### config.mk
export PLATFORM = sky130hd
export DESIGN_NAME = line_follow_p_drive
export DESIGN_NICKNAME = d
export VERILOG_FILES = /design/src/design/lfpd_pkg.sv /design/src/design/line_follow_p_drive.sv /design/src/design/lfpd_ctrl.sv /design/src/design/lfpd_datapath.sv
export SDC_FILE = /design/constraint.sdc
export NUM_CORES = 2
export LEC_CHECK = 0
export ABC_CLOCK_PERIOD_IN_PS = 24800
export BUFFER_PORTS_ARGS = -buffer_cell sky130_fd_sc_hd__buf_2
export CAP_MARGIN = 20
export CORE_UTILIZATION = 50
export CTS_CLUSTER_DIAMETER = 50
export DETAILED_ROUTE_END_ITERATION = 10
export GPL_TIMING_DRIVEN = 1
export HOLD_SLACK_MARGIN = 0.06
export PLACE_DENSITY = 0.7
export REMOVE_ABC_BUFFERS = 1
export SLEW_MARGIN = 20
export SYNTH_ARGS = -nofsm -noshare
export SYNTH_HDL_FRONTEND = slang
export SYNTH_HIERARCHICAL = 1
export SYNTH_SLANG_ARGS = --single-unit
### constraint.sdc
create_clock -name clk -period 24.8 [get_ports clk]
set_input_delay 2.48 -clock clk [delete_from_list [all_inputs] [get_ports clk]]
set_output_delay 2.48 -clock clk [all_outputs]
set_load 0.01 [all_outputs]
### src/design/lfpd_pkg.sv
// shared types and constants of the line follower drive block
`timescale 1ns / 1ps

package lfpd_pkg;

	localparam int READ_W    = 12;
	localparam int SUM_W     = READ_W + 1;
	localparam int QUO_W     = 15;
	localparam int ERR_W     = 20;
	localparam int LAST_W    = 16;
	localparam int BASE_W    = 12;
	localparam int THR_W     = 12;
	localparam int GAIN_W    = 16;
	localparam int CFG_W     = 16;
	localparam int CFG_IDX_W = 2;
	localparam int DUTY_W    = 11;
	localparam int GB_W      = GAIN_W + BASE_W;
	localparam int PROD_W    = GB_W + ERR_W;
	localparam int P_SHIFT   = 23;
	localparam int PM_W      = PROD_W - P_SHIFT;
	localparam int SPD_W     = PM_W + 2;
	localparam int DIV_STEPS = QUO_W;
	localparam int CNT_W     = $clog2(DIV_STEPS);

	localparam int ERR_MAX = 524287;
	localparam int ERR_MIN = -524288;

	localparam logic [BASE_W-1:0] BASE_RST = 12'd1000;
	localparam logic [THR_W-1:0]  THR_RST  = 12'd100;
	localparam logic [GAIN_W-1:0] GAIN_RST = 16'd256;

	typedef enum logic [CFG_IDX_W-1:0] {
		CFG_BASE_SPEED = 2'd0,
		CFG_THRESHOLD  = 2'd1,
		CFG_GAIN       = 2'd2
	} cfg_idx_t;

	typedef enum logic [2:0] {
		ST_IDLE,
		ST_DIV,
		ST_ERR,
		ST_MUL,
		ST_DONE
	} state_t;

	typedef struct packed {
		logic load;
		logic div_step;
		logic err_latch;
		logic mul_latch;
		logic out_load;
	} cmd_t;

	typedef struct packed {
		logic online;
	} status_t;

endpackage

### src/design/line_follow_p_drive.sv
// top level of the proportional line follower with differential drive outputs
`timescale 1ns / 1ps

// channel  | handshake          | payload
// ---------+--------------------+------------------------------------------------------
// input    | in_valid/in_stall  | left_reading, right_reading
// output   | out_valid/out_stall| left/right forward/backward duty, on_line, steer_error
// config   | cfg_we             | cfg_index, cfg_data (base_speed, line_threshold, gain)
//
// an on-line word goes through the accepting cycle, 15 steps of the restoring
// divider, then error select, gain multiply and duty split into the output register
// an off-line word leaves the divider state without a step and goes on to error
// select, gain multiply and duty split
// one word is in flight at a time; the next is taken once the result is in the
// output register, even while that register is still stalled
// a stalled output register with a new result ready holds the sequencer until it drains
// reset returns the sequencer, the config registers (to their defaults) and the last
// on-line error to their initial state

module line_follow_p_drive #(
	parameter int DUTY_LIMIT    = 1600,
	parameter int OFFLINE_BOOST = 20
) (
	input  logic                              clk,
	input  logic                              arst_n,
	// config write port
	input  logic                              cfg_we,
	input  logic [lfpd_pkg::CFG_IDX_W-1:0]    cfg_index,
	input  logic [lfpd_pkg::CFG_W-1:0]        cfg_data,
	// sensor word in
	input  logic                              in_valid,
	output logic                              in_stall,
	input  logic [lfpd_pkg::READ_W-1:0]       left_reading,
	input  logic [lfpd_pkg::READ_W-1:0]       right_reading,
	// drive word out
	output logic                              out_valid,
	input  logic                              out_stall,
	output logic [lfpd_pkg::DUTY_W-1:0]       left_forward_duty,
	output logic [lfpd_pkg::DUTY_W-1:0]       left_backward_duty,
	output logic [lfpd_pkg::DUTY_W-1:0]       right_forward_duty,
	output logic [lfpd_pkg::DUTY_W-1:0]       right_backward_duty,
	output logic                              on_line,
	output logic signed [lfpd_pkg::ERR_W-1:0] steer_error
);

	// command and status between sequencer and datapath
	lfpd_pkg::cmd_t    cmd;
	lfpd_pkg::status_t status;

	lfpd_ctrl u_ctrl (
		.clk       (clk),
		.arst_n    (arst_n),
		.in_valid  (in_valid),
		.in_stall  (in_stall),
		.out_valid (out_valid),
		.out_stall (out_stall),
		.status    (status),
		.cmd       (cmd)
	);

	// config registers, divider, error select, multiplier and the output register
	lfpd_datapath #(
		.DUTY_LIMIT    (DUTY_LIMIT),
		.OFFLINE_BOOST (OFFLINE_BOOST)
	) u_datapath (
		.clk                 (clk),
		.arst_n              (arst_n),
		.cfg_we              (cfg_we),
		.cfg_index           (cfg_index),
		.cfg_data            (cfg_data),
		.left_reading        (left_reading),
		.right_reading       (right_reading),
		.cmd                 (cmd),
		.status              (status),
		.left_forward_duty   (left_forward_duty),
		.left_backward_duty  (left_backward_duty),
		.right_forward_duty  (right_forward_duty),
		.right_backward_duty (right_backward_duty),
		.on_line             (on_line),
		.steer_error         (steer_error)
	);

endmodule

### src/design/lfpd_ctrl.sv
// sequencer: accepts a word, steps the divider, drives the output handshake
`timescale 1ns / 1ps

module lfpd_ctrl (
	input  logic              clk,
	input  logic              arst_n,
	input  logic              in_valid,
	output logic              in_stall,
	output logic              out_valid,
	input  logic              out_stall,
	input  lfpd_pkg::status_t status,
	output lfpd_pkg::cmd_t    cmd
);

	lfpd_pkg::state_t state_q, state_d;
	logic [lfpd_pkg::CNT_W-1:0] cnt_q, cnt_d;
	logic out_valid_q;

	always_ff @(posedge clk or negedge arst_n) begin
		if (!arst_n) begin
			state_q     <= lfpd_pkg::ST_IDLE;
			cnt_q       <= '0;
			out_valid_q <= 1'b0;
		end else begin
			state_q <= state_d;
			cnt_q   <= cnt_d;
			if (cmd.out_load)
				out_valid_q <= 1'b1;
			else if (!out_stall)
				out_valid_q <= 1'b0;
		end
	end

	always_comb begin
		state_d  = state_q;
		cnt_d    = cnt_q;
		cmd      = '0;
		in_stall = 1'b1;
		unique case (state_q)
			lfpd_pkg::ST_IDLE: begin
				in_stall = 1'b0;
				cnt_d    = '0;
				if (in_valid) begin
					cmd.load = 1'b1;
					state_d  = lfpd_pkg::ST_DIV;
				end
			end
			lfpd_pkg::ST_DIV: begin
				if (!status.online) begin
					state_d = lfpd_pkg::ST_ERR;
				end else begin
					cmd.div_step = 1'b1;
					if (cnt_q == lfpd_pkg::CNT_W'(lfpd_pkg::DIV_STEPS - 1)) begin
						cnt_d   = '0;
						state_d = lfpd_pkg::ST_ERR;
					end else begin
						cnt_d = cnt_q + 1'b1;
					end
				end
			end
			lfpd_pkg::ST_ERR: begin
				cmd.err_latch = 1'b1;
				state_d       = lfpd_pkg::ST_MUL;
			end
			lfpd_pkg::ST_MUL: begin
				cmd.mul_latch = 1'b1;
				state_d       = lfpd_pkg::ST_DONE;
			end
			lfpd_pkg::ST_DONE: begin
				if (!out_valid_q || !out_stall) begin
					cmd.out_load = 1'b1;
					state_d      = lfpd_pkg::ST_IDLE;
				end
			end
			default: state_d = lfpd_pkg::ST_IDLE;
		endcase
	end

	assign out_valid = out_valid_q;

endmodule

### src/design/lfpd_datapath.sv
// datapath: config registers, serial divider, error select, gain multiply, duty split
`timescale 1ns / 1ps

module lfpd_datapath #(
	parameter int DUTY_LIMIT    = 1600,
	parameter int OFFLINE_BOOST = 20
) (
	input  logic                             clk,
	input  logic                             arst_n,
	input  logic                             cfg_we,
	input  logic [lfpd_pkg::CFG_IDX_W-1:0]   cfg_index,
	input  logic [lfpd_pkg::CFG_W-1:0]       cfg_data,
	input  logic [lfpd_pkg::READ_W-1:0]      left_reading,
	input  logic [lfpd_pkg::READ_W-1:0]      right_reading,
	input  lfpd_pkg::cmd_t                   cmd,
	output lfpd_pkg::status_t                status,
	output logic [lfpd_pkg::DUTY_W-1:0]      left_forward_duty,
	output logic [lfpd_pkg::DUTY_W-1:0]      left_backward_duty,
	output logic [lfpd_pkg::DUTY_W-1:0]      right_forward_duty,
	output logic [lfpd_pkg::DUTY_W-1:0]      right_backward_duty,
	output logic                             on_line,
	output logic signed [lfpd_pkg::ERR_W-1:0] steer_error
);

	localparam int BOOST_W = $clog2(OFFLINE_BOOST + 1);
	localparam int BP_W    = 21 + BOOST_W;
	localparam int SPD_W   = lfpd_pkg::SPD_W;

	// configuration
	logic [lfpd_pkg::BASE_W-1:0] base_q;
	logic [lfpd_pkg::THR_W-1:0]  thr_q;
	logic [lfpd_pkg::GAIN_W-1:0] gain_q;

	always_ff @(posedge clk or negedge arst_n) begin
		if (!arst_n) begin
			base_q <= lfpd_pkg::BASE_RST;
			thr_q  <= lfpd_pkg::THR_RST;
			gain_q <= lfpd_pkg::GAIN_RST;
		end else if (cfg_we) begin
			unique case (cfg_index)
				lfpd_pkg::CFG_BASE_SPEED: base_q <= cfg_data[lfpd_pkg::BASE_W-1:0];
				lfpd_pkg::CFG_THRESHOLD:  thr_q  <= cfg_data[lfpd_pkg::THR_W-1:0];
				lfpd_pkg::CFG_GAIN:       gain_q <= cfg_data;
				default: ;
			endcase
		end
	end

	// last on-line error
	logic signed [lfpd_pkg::LAST_W-1:0] last_q;

	// working registers
	logic                          online_q;
	logic                          neg_q;
	logic [lfpd_pkg::SUM_W-1:0]    sum_q;
	logic [lfpd_pkg::SUM_W-1:0]    rem_q;
	logic [lfpd_pkg::QUO_W-1:0]    dlow_q;
	logic [lfpd_pkg::QUO_W-1:0]    quo_q;
	logic [lfpd_pkg::GB_W-1:0]     gb_q;
	logic signed [lfpd_pkg::ERR_W-1:0] err_q;
	logic [lfpd_pkg::PROD_W-1:0]   prod_q;

	// load-time terms
	logic                        online_d;
	logic [lfpd_pkg::READ_W-1:0] mag;
	logic [lfpd_pkg::GB_W-1:0]   gb;

	assign online_d = !(left_reading <= thr_q && right_reading <= thr_q);
	assign mag = (left_reading >= right_reading) ? (left_reading - right_reading)
	                                             : (right_reading - left_reading);
	assign gb = gain_q * base_q;

	// one restoring division step per cycle
	logic [lfpd_pkg::SUM_W:0] trial;
	logic [lfpd_pkg::SUM_W:0] trial_sub;
	logic                     trial_ge;

	assign trial     = {rem_q, dlow_q[lfpd_pkg::QUO_W-1]};
	assign trial_ge  = trial >= {1'b0, sum_q};
	assign trial_sub = trial - {1'b0, sum_q};

	// error select
	logic signed [lfpd_pkg::ERR_W-1:0] quo_ext;
	logic signed [lfpd_pkg::ERR_W-1:0] quo_signed;
	logic signed [BP_W-1:0]            boost_prod;
	logic signed [lfpd_pkg::ERR_W-1:0] boost_sat;

	assign quo_ext    = $signed({{(lfpd_pkg::ERR_W - lfpd_pkg::QUO_W){1'b0}}, quo_q});
	assign quo_signed = neg_q ? -quo_ext : quo_ext;
	assign boost_prod = BP_W'(last_q) * $signed({1'b0, BOOST_W'(OFFLINE_BOOST)});

	always_comb begin
		if (boost_prod > $signed(BP_W'(lfpd_pkg::ERR_MAX)))
			boost_sat = $signed(lfpd_pkg::ERR_W'(lfpd_pkg::ERR_MAX));
		else if (boost_prod < $signed(BP_W'(lfpd_pkg::ERR_MIN)))
			boost_sat = $signed(lfpd_pkg::ERR_W'(lfpd_pkg::ERR_MIN));
		else
			boost_sat = boost_prod[lfpd_pkg::ERR_W-1:0];
	end

	// gain * base * |error|
	logic [lfpd_pkg::ERR_W-1:0]  emag;
	logic [lfpd_pkg::PROD_W-1:0] prod;

	assign emag = err_q[lfpd_pkg::ERR_W-1] ? 20'(-err_q) : 20'(err_q);
	assign prod = gb_q * emag;

	// wheel speeds
	logic [lfpd_pkg::PM_W-1:0] pm;
	logic signed [SPD_W-1:0]   p_s;
	logic signed [SPD_W-1:0]   base_s;
	logic signed [SPD_W-1:0]   left_spd;
	logic signed [SPD_W-1:0]   right_spd;
	logic [2*lfpd_pkg::DUTY_W-1:0] left_split;
	logic [2*lfpd_pkg::DUTY_W-1:0] right_split;

	assign pm        = prod_q[lfpd_pkg::PROD_W-1:lfpd_pkg::P_SHIFT];
	assign base_s    = $signed({{(SPD_W - lfpd_pkg::BASE_W){1'b0}}, base_q});
	assign p_s       = err_q[lfpd_pkg::ERR_W-1] ? -$signed({2'b00, pm}) : $signed({2'b00, pm});
	assign left_spd  = base_s - p_s;
	assign right_spd = base_s + p_s;

	// {forward, backward}; zero speed gives zero on both
	function automatic logic [2*lfpd_pkg::DUTY_W-1:0] split_duty(
		input logic signed [SPD_W-1:0] spd
	);
		logic signed [SPD_W-1:0] m;
		logic signed [SPD_W-1:0] lim;
		logic signed [SPD_W-1:0] c;
		lim = $signed(SPD_W'(DUTY_LIMIT));
		m   = (spd > 0) ? spd : -spd;
		c   = (m < lim) ? m : lim;
		if (spd > 0)
			split_duty = {c[lfpd_pkg::DUTY_W-1:0], {lfpd_pkg::DUTY_W{1'b0}}};
		else
			split_duty = {{lfpd_pkg::DUTY_W{1'b0}}, c[lfpd_pkg::DUTY_W-1:0]};
	endfunction

	assign left_split  = split_duty(left_spd);
	assign right_split = split_duty(right_spd);

	always_ff @(posedge clk or negedge arst_n) begin
		if (!arst_n) begin
			last_q <= '0;
		end else if (cmd.err_latch && online_q) begin
			last_q <= quo_signed[lfpd_pkg::LAST_W-1:0];
		end
	end

	always_ff @(posedge clk) begin
		if (cmd.load) begin
			online_q <= online_d;
			neg_q    <= left_reading < right_reading;
			sum_q    <= {1'b0, left_reading} + {1'b0, right_reading};
			rem_q    <= lfpd_pkg::SUM_W'(mag[lfpd_pkg::READ_W-1:1]);
			dlow_q   <= {mag[0], {(lfpd_pkg::QUO_W - 1){1'b0}}};
			quo_q    <= '0;
			gb_q     <= gb;
		end
		if (cmd.div_step) begin
			rem_q  <= trial_ge ? trial_sub[lfpd_pkg::SUM_W-1:0] : trial[lfpd_pkg::SUM_W-1:0];
			dlow_q <= {dlow_q[lfpd_pkg::QUO_W-2:0], 1'b0};
			quo_q  <= {quo_q[lfpd_pkg::QUO_W-2:0], trial_ge};
		end
		if (cmd.err_latch)
			err_q <= online_q ? quo_signed : boost_sat;
		if (cmd.mul_latch)
			prod_q <= prod;
		if (cmd.out_load) begin
			left_forward_duty   <= left_split[2*lfpd_pkg::DUTY_W-1:lfpd_pkg::DUTY_W];
			left_backward_duty  <= left_split[lfpd_pkg::DUTY_W-1:0];
			right_forward_duty  <= right_split[2*lfpd_pkg::DUTY_W-1:lfpd_pkg::DUTY_W];
			right_backward_duty <= right_split[lfpd_pkg::DUTY_W-1:0];
			on_line             <= online_q;
			steer_error         <= err_q;
		end
	end

	assign status.online = online_q;

endmodule

==> reports/qor.yml <==
outcome:
  status: "finished with violations"
  violations: "DRC"
timing:
  finalCriticalPeriod_ns: 9.60
  hold_violations: 0
  fin_worst_skew_ns: 0.0284
  whs_ns: 0.505
  final-max-slew-violation-count: 0
  fin_crit_sh_pct: 38.7
  setup_viol: 0
  worst_pin_slew_ns: 1.14
  max_slew_margin_pct: 23.9
  worst_slack_ns: 15.20
  rsz0062_at_grt: "false"
  tns_ns: 0
  fmaxAchievable_ghz: 0.104
critical_path:
  startpoint_type: "register"
  rr_startpoint: "u_datapath/err_q[0]"
  path_class: "reg2reg"
  cp_slowest_cell: "fa_1"
  r2r_end: "u_datapath/prod_q[47]"
  path_buf_inv: 5
  worstPathMaxFanout: 30
  cp.arrival_ns: 9.90
  crit_path_max_incr_delay_ns: 0.53
  cp.required_ns: 25.10
  reg2reg_slack_ns: 15.20
  critical_path.top_delay_family: "adder cells"
  endpoint_kind: "register"
  crit_top_cell: "fa_1"
  reg2reg_depth: 29
  cp-startpoint: "u_datapath/err_q[0]"
  cp_num_cells: 29
floorplan:
  io_pins: 114
  dieHeight_um: 288
  dieArea_um2: 82900
  die_x_um: 288
  initial_utilization_pct: 50.7
  coreArea_um2: 80700
  rows: 104
synthesis:
  seq_area_frac_synth_pct: 17.3
  ys_ff_latch: 246
  synth_edf_count: 182
  synth_top_area_share_pct: 29.9
  ys_types: 99
  synth_top_flop_cell: "edfxtp_1"
  syn_area_um2: 40900
  synth_area_leaders: "fa_1 (30%), edfxtp_1 (13%), ha_1 (11%), inv_1 (7.2%), nand2_1 (5.7%)"
  synth_warnings: 6
  synthArstFlopShare_pct: 26.0
  syn_inst: 4443
  synth_area_leader_cell: "fa_1"
  syn_avg_cell_area_um2: 9.20
run:
  cap_violations: 0
detailed_routing:
  wl_met1_mm: 44.5
  met2_length_mm: 47.2
  first_pass_iters: 9
  routed_wl_mm: 104
  postRouteAntennaNets: 0
  drc: 2
  met3WireLength_mm: 9.26
  dr.first_iter.drc_count: 2350
  vias_per_cell: 5.64
  routed.top_layer: "met5"
  num_vias: 31200
  wl_per_cell_um: 18.9
final_layout:
  fillers: 7250
  final_cell_mix: "inv_1 (787), nand2_1 (620), fa_1 (610), ha_1 (354), and2_1 (293)"
  antenna_cells: 0
  multiInputGateArea_um2: 30200
  nNetsFinal: 5462
  mostFrequentLayoutCell: "inv_1"
  seq_area_um2: 7080
  area_delta_synth_final_pct: 7.32
  drive_above_1_share_pct: 8.75
cts:
  clk_path_buf_depth: 3
  clock_tree.root_cell: "clkbuf_16"
  post_cts_resized: 0
  ctsHoldBuffers: 0
  cts.sinks: 246
  path_clk_slew_ns: 0.07
  cts_made_buffers: 37
  cts_setup_buffers: 0
  clk_latency_ns: 0.56
  htree_levels: 2
  cts_tree: "done"
placement:
  dp_slack_ns: 15.22
  gp_congestion: 0.908
  portBuffers: 113
  hpwlAfterDp_mm: 79.8
global_route:
  grt_pass1_vias: 31600
  grt_max_degree: 66
  grt_pass1_wl_mm: 169
  gr-total-overflow: 0
  grt.total_usage_pct: 25.9
  antenna_found_initial: 3
min_path:
  holdCritPathClass: "reg2reg"
  holdPathEnd: "u_datapath/steer_error[1]"
  hold_start: "u_datapath/err_q[1]"
  holdPathStages: 0
==> synthesized netlist by cell type, drive strengths merged (15+ instances only) <==
| cell type | instances |
|---|---|
| a211oi | 26 |
| a21o | 31 |
| a21oi | 115 |
| a221oi | 15 |
| a31oi | 26 |
| and2 | 293 |
| and3 | 21 |
| buf | 20 |
| clkbuf | 183 |
| dfrtp | 54 |
| edfxtp | 182 |
| fa | 610 |
| ha | 354 |
| inv | 787 |
| mux2 | 48 |
| mux2i | 16 |
| nand2 | 620 |
| nand2b | 26 |
| nand3 | 63 |
| nand4 | 26 |
| nor2 | 149 |
| nor2b | 35 |
| nor3 | 56 |
| nor4 | 42 |
| o211ai | 19 |
| o21ai | 121 |
| o21bai | 19 |
| o31ai | 29 |
| or2 | 19 |
| or3 | 31 |
| or4 | 18 |
| xnor2 | 146 |
| xor2 | 48 |
==> logic make-up (layout without fill, tap and decap cells) <==
group / count (synthesis) / after routing / synth area share, %
AND/OR/NAND/NOR: 1439 / 1439 / 17.6
buffers and inverters: 992 / 1029 / 9.20
adder cells (fa/ha/maj): 964 / 964 / 40.7
AO/OA/AOI/OAI: 544 / 544 / 9.19
flip-flops: 246 / 246 / 17.3
XOR/XNOR: 194 / 194 / 4.26
multiplexers: 64 / 64 / 1.71
==> final cells by class <==
cell class | instances | area share, %
multi-input cells | 3205 | 68.9
flip-flops and latches | 246 | 16.1
well taps | 1060 | 3.02
clock buffers | 41 | 2.24
clock inverters | 27 | 0.682
repair buffers | 172 | 2.30
inverters | 789 | 6.75
==> flip-flops by register name, summed over array words and instances, names as in the netlist, 13 cells and up <==
register,cells
u_datapath/prod_q,25
u_datapath/last_q,16
u_datapath/err_q,20
u_datapath/steer_error,20
u_datapath/gain_q,16
u_datapath/sum_q,13
u_datapath/gb_q,28
u_datapath/rem_q,13
u_datapath/quo_q,15
==> worst reg2reg max path: cells and delay by family, from the launching register on <==
family / cells / cell delay [ns]
xor+xnor: 2 / 0.22
fa+ha+maj: 8 / 3.77
simple gates: 4 / 1.47
compound gates: 10 / 2.71
buf+inv: 5 / 0.79
flops: 1 / 0.36
==> layer usage <==
metal	track usage, %	up-vias
met4	8.40	6
met1	35.6	15500
met2	40.8	1166
li1	-	14300
met3	5.60	191
met5	0	-
==> worst max path at each step <==
stage	to	slack (ns)
after detailed placement	u_datapath/prod_q[47]	15.22
after CTS	u_datapath/prod_q[47]	15.18
after floorplan	u_datapath/prod_q[47]	15.39
final	u_datapath/prod_q[47]	15.20
after global placement	u_datapath/prod_q[47]	15.38
after global routing	u_datapath/prod_q[47]	14.82
==> per-stage QoR <==
step	instance area [µm²]	cells	utilization [%]
floorplan	40100	4240	-
global placement	42600	5472	52.8
detailed placement	42600	5472	52.8
CTS	43800	5540	54.4
global route	43900	5540	54.4
finish	43900	5540	54.4
Power is left out: the tool's default activity adds up to more than one toggle a clock period on the data nets, which glitch-free logic cannot reach.
